[src/hw/rtl/hsv2rgb_pkg.sv]
// Shared types and constants for the HSV to RGB pixel converter.
package hsv2rgb_pkg;

	localparam int FRAC_BITS = 16;
	localparam int FRAC_W    = FRAC_BITS + 1;

	typedef logic [FRAC_W-1:0] frac_t;
	typedef logic [7:0]        chan8_t;

	localparam frac_t FRAC_ONE = frac_t'(1) << FRAC_BITS;

	// Clamped saturation and value plus the three channel fractions of one pixel.
	typedef struct packed {
		frac_t sat;
		frac_t bri;
		frac_t red;
		frac_t grn;
		frac_t blu;
	} hsv_frac_t;

endpackage

[src/hw/rtl/hsv2rgb_mix.sv]
// Three-stage channel mixer: saturation blend, value scale, times 255.
module hsv2rgb_mix
	import hsv2rgb_pkg::*;
(
	input  logic   clk,
	input  logic   en,
	input  frac_t  chan,
	input  frac_t  sat,
	input  frac_t  bri,
	output chan8_t pixel
);

	localparam int D_W  = 2 * FRAC_BITS + 1;
	localparam int MV_W = D_W + FRAC_BITS;
	localparam int P_W  = MV_W + 8;
	localparam logic [D_W-1:0] ONE_SQ = D_W'(1) << (2 * FRAC_BITS);

	frac_t             rem;
	logic [2*FRAC_W-1:0] dprod;
	logic [D_W-1:0]    m;
	logic [MV_W-1:0]   mprod;
	logic [P_W-1:0]    p;

	logic [D_W-1:0]    d_s2;
	frac_t             bri_s2;
	logic [MV_W-1:0]   mv_s3;
	chan8_t            pixel_s4;

	// m = s*c + (1-s)*1 rewritten as 1 - s*(1-c)
	always_comb begin
		rem   = FRAC_ONE - chan;
		dprod = {{FRAC_W{1'b0}}, sat} * {{FRAC_W{1'b0}}, rem};
		m     = ONE_SQ - d_s2;
		mprod = {{(MV_W-D_W){1'b0}}, m} * {{(MV_W-FRAC_W){1'b0}}, bri_s2};
		p     = {mv_s3, 8'b0} - {8'b0, mv_s3};
	end

	always_ff @(posedge clk) begin
		if (en) begin
			d_s2     <= dprod[D_W-1:0];
			bri_s2   <= bri;
			mv_s3    <= mprod;
			pixel_s4 <= p[MV_W+7-1:MV_W-1];
		end
	end

	assign pixel = pixel_s4;

endmodule

[config.mk]
export PLATFORM = sky130hd
export DESIGN_NAME = hsv2rgb_mix
export DESIGN_NICKNAME = d
export VERILOG_FILES = /design/src/hw/rtl/hsv2rgb_pkg.sv /design/src/hw/rtl/hsv2rgb_mix.sv
export SDC_FILE = /design/constraint.sdc
export NUM_CORES = 2
export LEC_CHECK = 0
export BUFFER_PORTS_ARGS = -buffer_cell sky130_fd_sc_hd__buf_2
export CORE_ASPECT_RATIO = 2
export CORE_MARGIN = 3
export CORE_UTILIZATION = 50
export DETAILED_ROUTE_END_ITERATION = 12
export HOLD_SLACK_MARGIN = 0.05
export PLACE_DENSITY = 0.64
export SETUP_SLACK_MARGIN = 0.15
export SYNTH_ARGS = -nofsm -noshare
export SYNTH_HDL_FRONTEND = slang
export SYNTH_SLANG_ARGS = --single-unit
export TNS_END_PERCENT = 30
[constraint.sdc]
create_clock -name clk -period 8 [get_ports clk]
set_input_delay 0 -clock clk [delete_from_list [all_inputs] [get_ports clk]]
set_output_delay 0 -clock clk [all_outputs]
set_load 0.01 [all_outputs]
==> impl_metrics.sql <==
INSERT INTO impl_metrics (metric_group, metric, value, unit) VALUES
('run_status', 'run_status', 'finished clean', ''),
('clock_network', 'library_cell_used_as_clock_root_buffer', 'clkbuf_16', ''),
('setup_path', 'timing.critical_path.required', '8.14', 'ns'),
('sta', 'timing.final.hold_violations', '0', ''),
('setup_path', 'cp_common_cell', 'fa_1', ''),
('setup_path', 'crit_path_top_delay_cell', 'fa_1', ''),
('die', 'fp.coreArea', '64900', 'sq um'),
('setup_path', 'setup.worst_path.class', 'flop to flop', ''),
('cells_and_area', 'filler_cell_count', '5919', ''),
('yosys', 'ys_warn_count', '0', ''),
('clock_network', 'cts_num_sinks', '107', ''),
('yosys', 'post_synthesis_cell_area', '32800', 'sq um'),
('sta', 'fmax_achieved', '0.131', 'GHz'),
('placement', 'place.port_buffers', '60', ''),
('placement', 'place_hpwl', '76500', 'um'),
('setup_path', 'critical_path_buf_inv_count', '7', ''),
('sta', 'layout_min_cycle_time', '7.65', 'ns'),
('sta', 'grt_setup_unrepaired', 'yes', ''),
('route', 'detail_route.first_pass.iterations', '5', ''),
('setup_path', 'crit_path_launch_type', 'flop', ''),
('route', 'drtAntennaViolNets', '0', ''),
('cells_and_area', 'antenna_cells', '0', ''),
('yosys', 'yosysTopAreaCellShare', '41.9', '%'),
('die', 'die_area', '68800', 'sq um'),
('grt', 'grt_pass1_vias', '28800', ''),
('yosys', 'synth_seq_area_share', '9.80', '%'),
('clock_network', 'number_of_buffers_on_the_longest_clock_path', '2', ''),
('min_path', 'worstHoldPathType', 'input pin to flop', ''),
('grt', 'grt_usage', '27.6', '%'),
('route', 'routed_wl', '92200', 'um'),
('clock_network', 'cts_buffers', '9', ''),
('grt', 'grt.overflow.total', '0', ''),
('die', 'pin_count', '61', ''),
('clock_network', 'cts_htree_levels', '3', ''),
('yosys', 'synthesis.instances', '3673', ''),
('yosys', 'synth_seq_cells', '107', ''),
('setup_path', 'critical_path.top_delay_family', 'adder cells', ''),
('sta', 'worst_slew_margin_rel', '20.6', '%'),
('grt', 'global_route_wire_length_before_repair', '148000', 'um'),
('setup_path', 'critPathCaptureType', 'flop', ''),
('cells_and_area', 'area_occupied_by_multi_input_gates', '26300', 'sq um'),
('setup_path', 'slowest_delay', '0.59', 'ns'),
('route', 'drc_errors', '0', ''),
('yosys', 'synth_nets', '4679', ''),
('die', 'core.rowCount', '132', ''),
('route', 'wl_per_cell', '19.6', 'um'),
('route', 'via_per_inst', '5.44', ''),
('yosys', 'post-synth-top-count-cell', 'inv_1', ''),
('yosys', 'synth_async_sr_flop_share', '0', '%'),
('clock_network', 'clk_pin_slew_worst_paths', '0.08', 'ns'),
('yosys', 'synth-edff-count', '107', ''),
('grt', 'largest_net_degree_at_the_start_of_global_routing', '63', ''),
('sta', 'skew', '0.0136', 'ns'),
('cells_and_area', 'seq_area', '3210', 'sq um'),
('sta', 'max_slew.worst_pin.slew', '1.18', 'ns'),
('placement', 'post-place-cells', '4647', ''),
('run', 'maxCapViolations', '0', ''),
('sta', 'whs', '0.202', 'ns'),
('sta', 'timing.final.setup_violations', '0', ''),
('die', 'floorplan.die.width', '187', 'um'),
('sta', 'fin_crit_sh', '95.7', '%'),
('clock_network', 'clock_tree_from_tritoncts', 'done', ''),
('cells_and_area', 'finish.cell_count_without_fillers', '4702', ''),
('placement', 'place.gp.congestion', '0.926', ''),
('grt', 'grt_antenna_before_repair', '0', ''),
('yosys', 'synth.top_cells.by_area', 'fa_1 42%, ha_1 10%, inv_1 10%, edfxtp_1 9.8%, nand2_1 6.9%', ''),
('yosys', 'number_of_different_library_cells_in_the_post_synthesis_netlist', '66', ''),
('route', 'via_count', '25600', ''),
('cells_and_area', 'area_growth_from_synthesis_to_final_layout', '11.1', '%'),
('yosys', 'post_synth_most_frequent_cells', '878 x inv_1, 686 x fa_1, 604 x nand2_1', ''),
('route', 'drt_first_iter_violations', '1196', ''),
('sta', 'timing_max_transition_violations_final', '0', ''),
('cells_and_area', 'finalNetCount', '4832', ''),
('cells_and_area', 'final_layout_size_suffix_gt1_share', '9.61', '%'),
('die', 'starting_density_of_the_core', '50.5', '%'),
('clock_network', 'clock_latency_on_the_worst_skew_pair', '0.39', 'ns'),
('yosys', 'synth_largest_area_cell', 'fa_1', ''),
('setup_path', 'crit_path_max_fanout', '7', ''),
('die', 'dieHeight', '368', 'um'),
('setup_path', 'worst_ep_arrival_time', '7.79', 'ns'),
('yosys', 'synth_area_per_cell', '8.92', 'sq um'),
('yosys', 'synthFlopType', 'edfxtp_1', '');
per-layer routing:
| layer | GRT usage [%] | wire, um | vias up |
|---|---|---|---|
| met3 | 2.21 | 3020 | 420 |
| met4 | 22.1 | 9220 | 0 |
| met5 | 0 | 0 | - |
| li1 | - | - | 11400 |
| met2 | 54.3 | 51200 | 805 |
| met1 | 25.5 | 28800 | 13000 |
final cells by class:
class                   instances  share of cell area [%]
repair buffers                277                    5.94
flip-flops and latches        107                    8.83
clock inverters                 6                   0.196
well taps                     871                    2.99
inverters                     878                    9.05
multi-input cells            2553                    72.4
clock buffers                  10                   0.629
what timing repair did:
action,4_1_cts,5_1_grt
endpoints found under the setup margin,16,18
buffers inserted,3,19
gates cloned,0,0
resized for setup,17,104
pin swaps,7,30
hold buffers,17,0
hold endpoints to repair,17,0
cell families after synthesis:
kind of cell	count (synthesis)	share of synthesized area, %
buffers and inverters	1013	11.6
XOR/XNOR	119	3.26
AO/OA/AOI/OAI	315	6.15
flip-flops	107	9.80
multiplexers	1	0.0305
adder cells (fa/ha/maj)	953	52.1
AND/OR/NAND/NOR	1165	17.1
sequential cells by signal (all words and copies together), names as in the netlist:
| register | count |
|---|---|
| mv_s3 | 49 |
| pixel | 8 |
| d_s2 | 33 |
| bri_s2 | 17 |
path summary, 6_finish.rpt:
check	cells past startpoint	start	end	slack [ns]
worst max register to register	25	d_s2[14]$_DFFE_PP_	mv_s3[47]$_DFFE_PP_	0.35
worst min-delay path	1	en	bri_s2[3]$_DFFE_PP_	0.20
worst max-delay path	25	d_s2[14]$_DFFE_PP_	mv_s3[47]$_DFFE_PP_	0.35
worst min register to register	1	mv_s3[45]$_DFFE_PP_	pixel[5]$_DFFE_PP_	0.59
per-stage QoR:
step	cell area [sq um]	TNS, ns	util (%)	worst slack (ns)
finish	36400	0	56.1	0.346
global placement	35100	-0.216	54.1	-0.111
floorplan	32800	0	-	0.205
global route	36400	0	56.1	0.0645
CTS	35700	0	55.0	0.148
detailed placement	35100	-0.731	54.1	-0.191
placed cells by master (no fill, tap or decap), drive strengths merged, types with 72 or more instances in the layout:
cell / count
fa: 686
inv: 881
ha: 267
a21oi: 96
xnor2: 72
edfxtp: 107
nor2: 74
buf: 259
nand2: 605
and2: 316
Power is left out: the tool's default activity adds up to more than one toggle a clock period on the data nets, which glitch-free logic cannot reach.
