$ cat config.mk
export PLATFORM = sky130hd
export DESIGN_NAME = hsv2rgb_sector
export DESIGN_NICKNAME = d
export VERILOG_FILES = /design/src/hw/rtl/hsv2rgb_pkg.sv /design/src/hw/rtl/hsv2rgb_sector.sv
export SDC_FILE = /design/constraint.sdc
export NUM_CORES = 1
export LEC_CHECK = 0
export ABC_CLOCK_PERIOD_IN_PS = 6600
export BUFFER_PORTS_ARGS = -buffer_cell sky130_fd_sc_hd__buf_4
export CORE_ASPECT_RATIO = 2
export CORE_MARGIN = 2
export CORE_UTILIZATION = 45
export DETAILED_ROUTE_END_ITERATION = 8
export GPL_ROUTABILITY_DRIVEN = 0
export PLACE_DENSITY = 0.76
export SLEW_MARGIN = 20
export SYNTH_ARGS = -nofsm -noshare
export SYNTH_HDL_FRONTEND = slang
export SYNTH_SLANG_ARGS = --single-unit
$ cat constraint.sdc
create_clock -name vclk -period 6.6
set_clock_uncertainty 0.2 [all_clocks]
set_input_delay 0.66 -clock vclk [all_inputs]
set_output_delay 0.66 -clock vclk [all_outputs]
set_load 0.02 [all_outputs]
$ cat src/hw/rtl/hsv2rgb_pkg.sv
// Shared types and constants for the HSV to RGB pixel converter.
package hsv2rgb_pkg;

	localparam int FRAC_BITS = 16;
	localparam int FRAC_W    = FRAC_BITS + 1;

	typedef logic [FRAC_W-1:0] frac_t;
	typedef logic [7:0]        chan8_t;

	localparam frac_t FRAC_ONE = frac_t'(1) << FRAC_BITS;

	// Clamped saturation and value plus the three channel fractions of one pixel.
	typedef struct packed {
		frac_t sat;
		frac_t bri;
		frac_t red;
		frac_t grn;
		frac_t blu;
	} hsv_frac_t;

endpackage

$ cat src/hw/rtl/hsv2rgb_sector.sv
// Hue wrap, sector selection and saturation/value clamping.
module hsv2rgb_sector
	import hsv2rgb_pkg::*;
(
	input  frac_t     hue,
	input  frac_t     saturation,
	input  frac_t     brightness,
	output hsv_frac_t frac
);

	localparam int T_W = FRAC_W + 2;
	localparam logic [T_W-1:0] ONE_T = T_W'(FRAC_ONE);

	frac_t          h;
	logic [T_W-1:0] t;

	always_comb begin
		h = (hue > FRAC_ONE) ? {1'b0, hue[FRAC_BITS-1:0]} : hue;
		t = {h, 2'b00} + {1'b0, h, 1'b0};

		frac.sat = (saturation > FRAC_ONE) ? FRAC_ONE : saturation;
		frac.bri = (brightness > FRAC_ONE) ? FRAC_ONE : brightness;
		frac.red = '0;
		frac.grn = '0;
		frac.blu = '0;

		if (t <= ONE_T) begin
			frac.red = FRAC_ONE;
			frac.grn = t[FRAC_W-1:0];
		end else if (t <= 2 * ONE_T) begin
			frac.grn = FRAC_ONE;
			frac.red = FRAC_W'(2 * ONE_T - t);
		end else if (t <= 3 * ONE_T) begin
			frac.grn = FRAC_ONE;
			frac.blu = FRAC_W'(t - 2 * ONE_T);
		end else if (t <= 4 * ONE_T) begin
			frac.blu = FRAC_ONE;
			frac.grn = FRAC_W'(4 * ONE_T - t);
		end else if (t <= 5 * ONE_T) begin
			frac.blu = FRAC_ONE;
			frac.red = FRAC_W'(t - 4 * ONE_T);
		end else begin
			frac.red = FRAC_ONE;
			frac.blu = FRAC_W'(6 * ONE_T - t);
		end
	end

endmodule

==> results of run 1 <==
==> synthesized netlist by cell type, types with 4 or more instances <==
cell type / count / area share [%]
ha_1: 24 / 11
nor2_1: 38 / 5.1
nand3_1: 19 / 3.4
clkbuf_1: 19 / 2.6
nand2_1: 45 / 6.1
xnor2_1: 14 / 4.4
nor4_1: 11 / 2.5
or2_2: 4 / 0.90
a211oi_1: 4 / 1.1
and4_1: 4 / 1.3
a21o_1: 8 / 2.2
a31oi_1: 5 / 1.1
o221ai_1: 6 / 1.9
o22ai_1: 17 / 3.8
o21ai_0: 31 / 5.6
and2_1: 5 / 1.1
nor3_1: 12 / 2.2
nand2b_1: 4 / 0.90
or4_1: 4 / 1.1
inv_1: 23 / 3.1
or3_1: 7 / 1.6
a21oi_1: 26 / 4.7
nand4_1: 6 / 1.3
o21a_1: 5 / 1.3
and3_1: 7 / 1.6
o211ai_1: 10 / 2.7
nor2b_1: 32 / 7.2
==> metrics by stage <==
step	instances	utilization, %
3_5_place_dp	625	63.6
6_report	625	63.7
2_1_floorplan	445	-
3_3_place_gp	625	63.6
5_1_grt	625	63.7
4_1_cts	625	63.6
==> area by class of cell <==
| type | instances | area (um2) | area share, % |
|---|---|---|---|
| well taps | 63 | 78.8 | 2.06 |
| inverters | 23 | 86.3 | 2.26 |
| multi-input cells | 397 | 2590 | 67.8 |
| repair buffers | 142 | 1070 | 27.9 |
==> critical path: stages <==
cell and delay (ps):
buf_4 130, ha_1 190, inv_1 60, fa_1 420, nand2b_1 230, a21bo_2 230, a31oi_1 180, xnor2_1 450
nand4_2 360, nor4_4 690, nor3_2 260, nor2_1 610, o211ai_1 280, buf_4 230
==> how the worst max path moves through the flow <==
stage	end	depth (start not counted)	slack, ps
after floorplan	frac[21]	12	1690
after global routing	frac[30]	14	410
after CTS	frac[24]	14	770
after global placement	frac[30]	14	950
final	frac[30]	14	750
after detailed placement	frac[24]	14	810
==> power by group <==
| group | total [uW] | switching, uW | internal, uW |
|---|---|---|---|
| logic | 632 | 389 | 243 |
| registers | 0 | 0 | 0 |
| clock network | 0 | 0 | 0 |
| total | 632 | 389 | 243 |
==> placed cells by master (no fill, tap or decap), types with 8 or more instances in the layout <==
master	netlist	routed
a21o_1	8	8
a21oi_1	26	26
buf_4	3	142
ha_1	24	24
inv_1	23	23
nand2_1	45	45
nand3_1	19	19
nor2_1	38	38
nor2b_1	32	32
nor3_1	12	11
nor4_1	11	11
o211ai_1	10	10
o21ai_0	31	31
o22ai_1	17	17
xnor2_1	14	14
==> cells by family (layout without fill, tap and decap cells) <==
family	after synthesis	count (layout)	synth area share [%]
AO/OA/AOI/OAI	143	143	35.1
XOR/XNOR	18	18	5.94
buffers and inverters	48	165	7.24
multiplexers	1	1	0.360
other	1	3	0.135
AND/OR/NAND/NOR	207	207	39.7
adder cells (fa/ha/maj)	25	25	11.5
==> metal layers <==
metal	track usage [%]	vias up	part of all wire, %
li1	-	1885	-
met1	28.7	1804	32
met2	62.8	250	52
met3	5.29	54	9.1
met4	20.0	0	7.1
met5	0	-	0
==> summary.md, run 1 <==
| Metric | Value |
|---|---|
| Status | complete, no violations |
| Cell area after synthesis | 2780 um2 |
| Period Utilization, post-route | 88.6% |
| Global Route Usage Sum | 32.3% |
| Seq/Total Area, Yosys | 0% |
| ANT cells | 0 |
| Minimum clock period | 5850 ps |
| Unique masters post-synth | 65 |
| Hold Violations, Final | 0 |
| Final worst slack | between 700 and 800 ps |
| Layout cell share with drive strength beyond 1 | 28.1% |
| Post-DP HPWL | roughly 9800 um |
| Pin count of the biggest net entering global routing | 20 |
| Max FO, Critical Path | 11 |
| Hold-fix buffer count after cts | 0 |
| Worst Setup SP | hue[0] |
| Critical Path Source Type | input port |
| ANT nets after route | 0 |
| Seq cells | 0 |
| Fin area | ~3800 um2 |
| Vias in the first global route | approximately 3.8k |
| Fin Setup TNS | 0 ps |
| Cell Pwr Density | around 170 nW/um2 |
| Avg Vias per Cell | between 6 and 7 |
| Total power | 632 uW |
| Die Y | 115 um |
| Slew headroom | 35.5% |
| DP Area | about 3800 um2 |
| WS Path Type | in2out |
| Chip Width | 59.6 um |
| Worst Hold Path EP | frac[84] |
| Top-level I/O count | ~140 |
| Total setup buffers inserted after CTS | 0 |
| Final net count | 640 |
| Row cnt | 40 |
| Final setup fails | 0 |
| Starting Density | 46.3% |
| Max-Cap Viols | 0 |
| Ys Warns | 0 |
| Critical path endpoint category | output port |
| Core Area | 6010 um2 |
| Worst slew pin tran | 960 ps |
| Min-Delay Startpoint | saturation[16] |
| DR vias | 3,993 |
| # DRC | 0 |
| Post-CTS Resized | 0 |
| Avg Inst Size Synth | 6.28 um2 |
| Layout clock buffers | 0 |
| Leakage | 0.00179 uW |
| Detailed Route WL | 11,600 um |
| Syn Inst Count | about 440 |
| First-pass GRT wire length | 17,400 um |
| Storage element area | 0 um2 |
| PortBufs | roughly 130 |
| Initial DRC count | 182 |
| VDD IR-drop max | 0.0000753 V |
| Worst Hold Slack | between 1000 and 1500 ps |
| GRT overflow | 0 |
| Worst EP required | roughly 5700 ps |
| Drt pass-1 iters | 5 |
| Die ar. | 6860 um2 |
| Initial antenna violation count | 0 |
| Worst hold path depth | 2 |
| Min-delay worst type | in2out |
| CP Data Arrival Time | around 5000 ps |
| FMAX | 171 MHz |
| Fillcell total | 608 |
| RSZ-0062 raised after global routing | false |
| Synth-to-Final Area Change | 37.5% |
| Max-slew violation count | 0 |
| DR WL/cell | 18.5 um |
| DP Worst Slack | 810 ps |
(Power assumes the default switching activity.)
==> inputs of run 2 (changes only) <==
--- a/config.mk
+++ b/config.mk
@@ -13,7 +13,7 @@
 export DETAILED_ROUTE_END_ITERATION = 8
 export GPL_ROUTABILITY_DRIVEN = 0
 export PLACE_DENSITY = 0.76
-export SLEW_MARGIN = 20
+export SLEW_MARGIN = 30
 export SYNTH_ARGS = -nofsm -noshare
 export SYNTH_HDL_FRONTEND = slang
 export SYNTH_SLANG_ARGS = --single-unit
==> constraint.sdc (replaced) <==
create_clock -name vclk -period 6.6
set_clock_uncertainty 0.2 [all_clocks]
set_input_delay 1.32 -clock vclk [all_inputs]
set_output_delay 1.32 -clock vclk [all_outputs]
set_load 0.02 [all_outputs]
==> summary.md, run 2 (synthesis results as in run 1) <==
| Metric | Value |
|---|---|
| Status | complete, no violations |
| ANT cells | 0 (unchanged) |
| Cell Pwr Density | 167 nW/um2 (+1.3%) |
| RSZ-0062 raised after global routing | false |
| Seq cells | 0 (unchanged) |
| Most common cell after layout, fill and taps aside | buf_4 |
| Initial antenna violation count | 0 (unchanged) |
| Top-level I/O count | 136 (unchanged) |
| Final setup fails | 0 (unchanged) |
| Synth-to-Final Area Change | 45.8% |
| Drt pass-1 iters | 8 (+3) |
| Pin count of the biggest net entering global routing | 19 (-5.0%) |
| Util after Layout | 67.5% (+3.9 points) |
| Leading cell types in the layout, fill and taps excluded | buf_4, nand2_1, nor2_1 |
| # DRC | 0 (unchanged) |
| CP Data Arrival Time | 4870 ps (-120 ps) |
| Worst Hold Path EP | frac[84] |
| Met1 usage | 30.0% (+1.3 points) |
| DR WL/cell | 18.5 um (-0.43%) |
| Period Utilization, post-route | 96.8% (+8.2 points) |
| PortBufs | 133 (unchanged) |
| Detailed Route WL | 11,900 um (+3.1%) |
| Met3 Use GR | 4.27% (-1.0 points) |
| Met2 GRT Util | 63.1% (+0.29 points) |
| Total power | 679 uW (+7.4%) |
| Starting Density | 46.3% (unchanged) |
| Critical-path top delay cell | or4_4 |
| Post-DP HPWL | 10,100 um (+3.0%) |
| Cell mode on critical path | buf_4 |
| Hold-fix buffer count after cts | 0 (unchanged) |
| Minimum clock period | 6390 ps (+542 ps) |
| Leakage | 0.00190 uW (+6.4%) |
| Worst slew pin tran | 758 ps (-202 ps) |
| VDD IR-drop max | 0.0000722 V (-4.2%) |
| Global-route layer with the greatest usage | met2 |
| Row cnt | 40 (unchanged) |
| Hold Violations, Final | 0 (unchanged) |
| DP Area | 3960 um2 (+3.7%) |
| Chip Width | 59.6 um (unchanged) |
| Layout clock buffers | 0 (unchanged) |
| Avg Vias per Cell | 6.43 (+0.59%) |
| Max-Cap Viols | 0 (unchanged) |
| Area of the multi-input gates | 2660 um2 (+2.6%) |
| Worst EP required | 5080 ps (-660 ps) |
| Worst hold path depth | 2 (unchanged) |
| WS Path Type | in2out |
| ANT nets after route | 0 (unchanged) |
| Max-slew violation count | 0 (unchanged) |
| FMAX | 156 MHz (-8.5%) |
| Fin Setup TNS | 0 ps (unchanged) |
| Slew headroom | 48.8% (+13 points) |
| Fin area | 4060 um2 (+6.1%) |
| Vias in the first global route | 3,924 (+3.5%) |
| Die Y | 115 um (unchanged) |
| Critical path endpoint category | output port |
| CP max stage delay | 540 ps (-150 ps) |
| Final net count | 662 (+3.4%) |
| Layout cell share with drive strength beyond 1 | 32.4% (+4.2 points) |
| Die ar. | 6860 um2 (unchanged) |
| Fillcell total | 583 (-4.1%) |
| GRT overflow | 0 (unchanged) |
| Critical Path Source Type | input port |
| Storage element area | 0 um2 (unchanged) |
| Initial DRC count | 245 (+35%) |
| Min-delay worst type | in2out |
| Max FO, Critical Path | 12 (+1) |
| Cell-by-cell trace of the critical path | buf_4 -> ha_1 -> inv_1 -> fa_1 -> nand2b_2 -> a21bo_2 -> a21boi_0 -> o21a_1 -> o22ai_1 -> buf_4 -> or4_4 -> a31o_4 -> o21ai_0 -> o21ai_1 -> buf_4 |
| Core Area | 6010 um2 (unchanged) |
| Min-Delay Startpoint | saturation[16] |
| Global Route Usage Sum | 33.3% (+1.0 points) |
| DR vias | 4,158 (+4.1%) |
| First-pass GRT wire length | 18,100 um (+4.2%) |
==> run 2: cell types whose count changed in the layout (fill, tap and decap cells not counted), moves of 2 or more <==
cell     before  now
buf_4       142  164
o21ai_1       2    6
o21ai_0      31   27
or2_4         0    2
or4_4         0    2
or4_1         4    2
==> run 2: final cells by class <==
cell class,count,share of cell area [%]
repair buffers,164,30.4
well taps,63,1.94
inverters,23,2.13
multi-input cells,397,65.6
==> run 2: critical path: cells and delay by family <==
kind | cells | cell delay [ps]
simple gates | 2 | 780
compound gates | 7 | 1590
buf+inv | 4 | 550
fa+ha+maj | 2 | 610
==> run 2: per-layer routing <==
| metal | vias to the layer above | routed length, um | share of wire (%) |
|---|---|---|---|
| met1 | 1888 | 3650 | 31 |
| met5 | - | 0 | 0 |
| met2 | 257 | 6150 | 51 |
| met3 | 75 | 1050 | 8.8 |
| li1 | 1938 | - | - |
| met4 | 0 | 1100 | 9.2 |
==> run 2: worst max path at each step <==
stage,startpoint,endpoint,depth (start not counted)
after global routing,hue[0],frac[13],15
after detailed placement,hue[0],frac[30],14
after CTS,hue[0],frac[30],14
after floorplan,hue[3],frac[21],12
after global placement,hue[0],frac[9],15
final,hue[0],frac[9],15
==> run 2: repair_timing <==
item                                    CTS  global route
buffers inserted                          0             3
endpoints found under the setup margin    0            30
resized for setup                         0            18
==> run 2: stage by stage <==
step / setup WS (ps) / std cells / hold slack [ps]
floorplan: 369 / 445 / 2520
global placement: 93.2 / 644 / 2710
detailed placement: 84.6 / 644 / 2720
CTS: 64.4 / 644 / 2720
global route: 18.5 / 647 / 2730
finish: 210 / 647 / 2710
==> run 2: power by group <==
group	internal [uW]	total [uW]	switching, uW
registers	0	0	0
logic	271	679	407
clock network	0	0	0
total	271	679	407
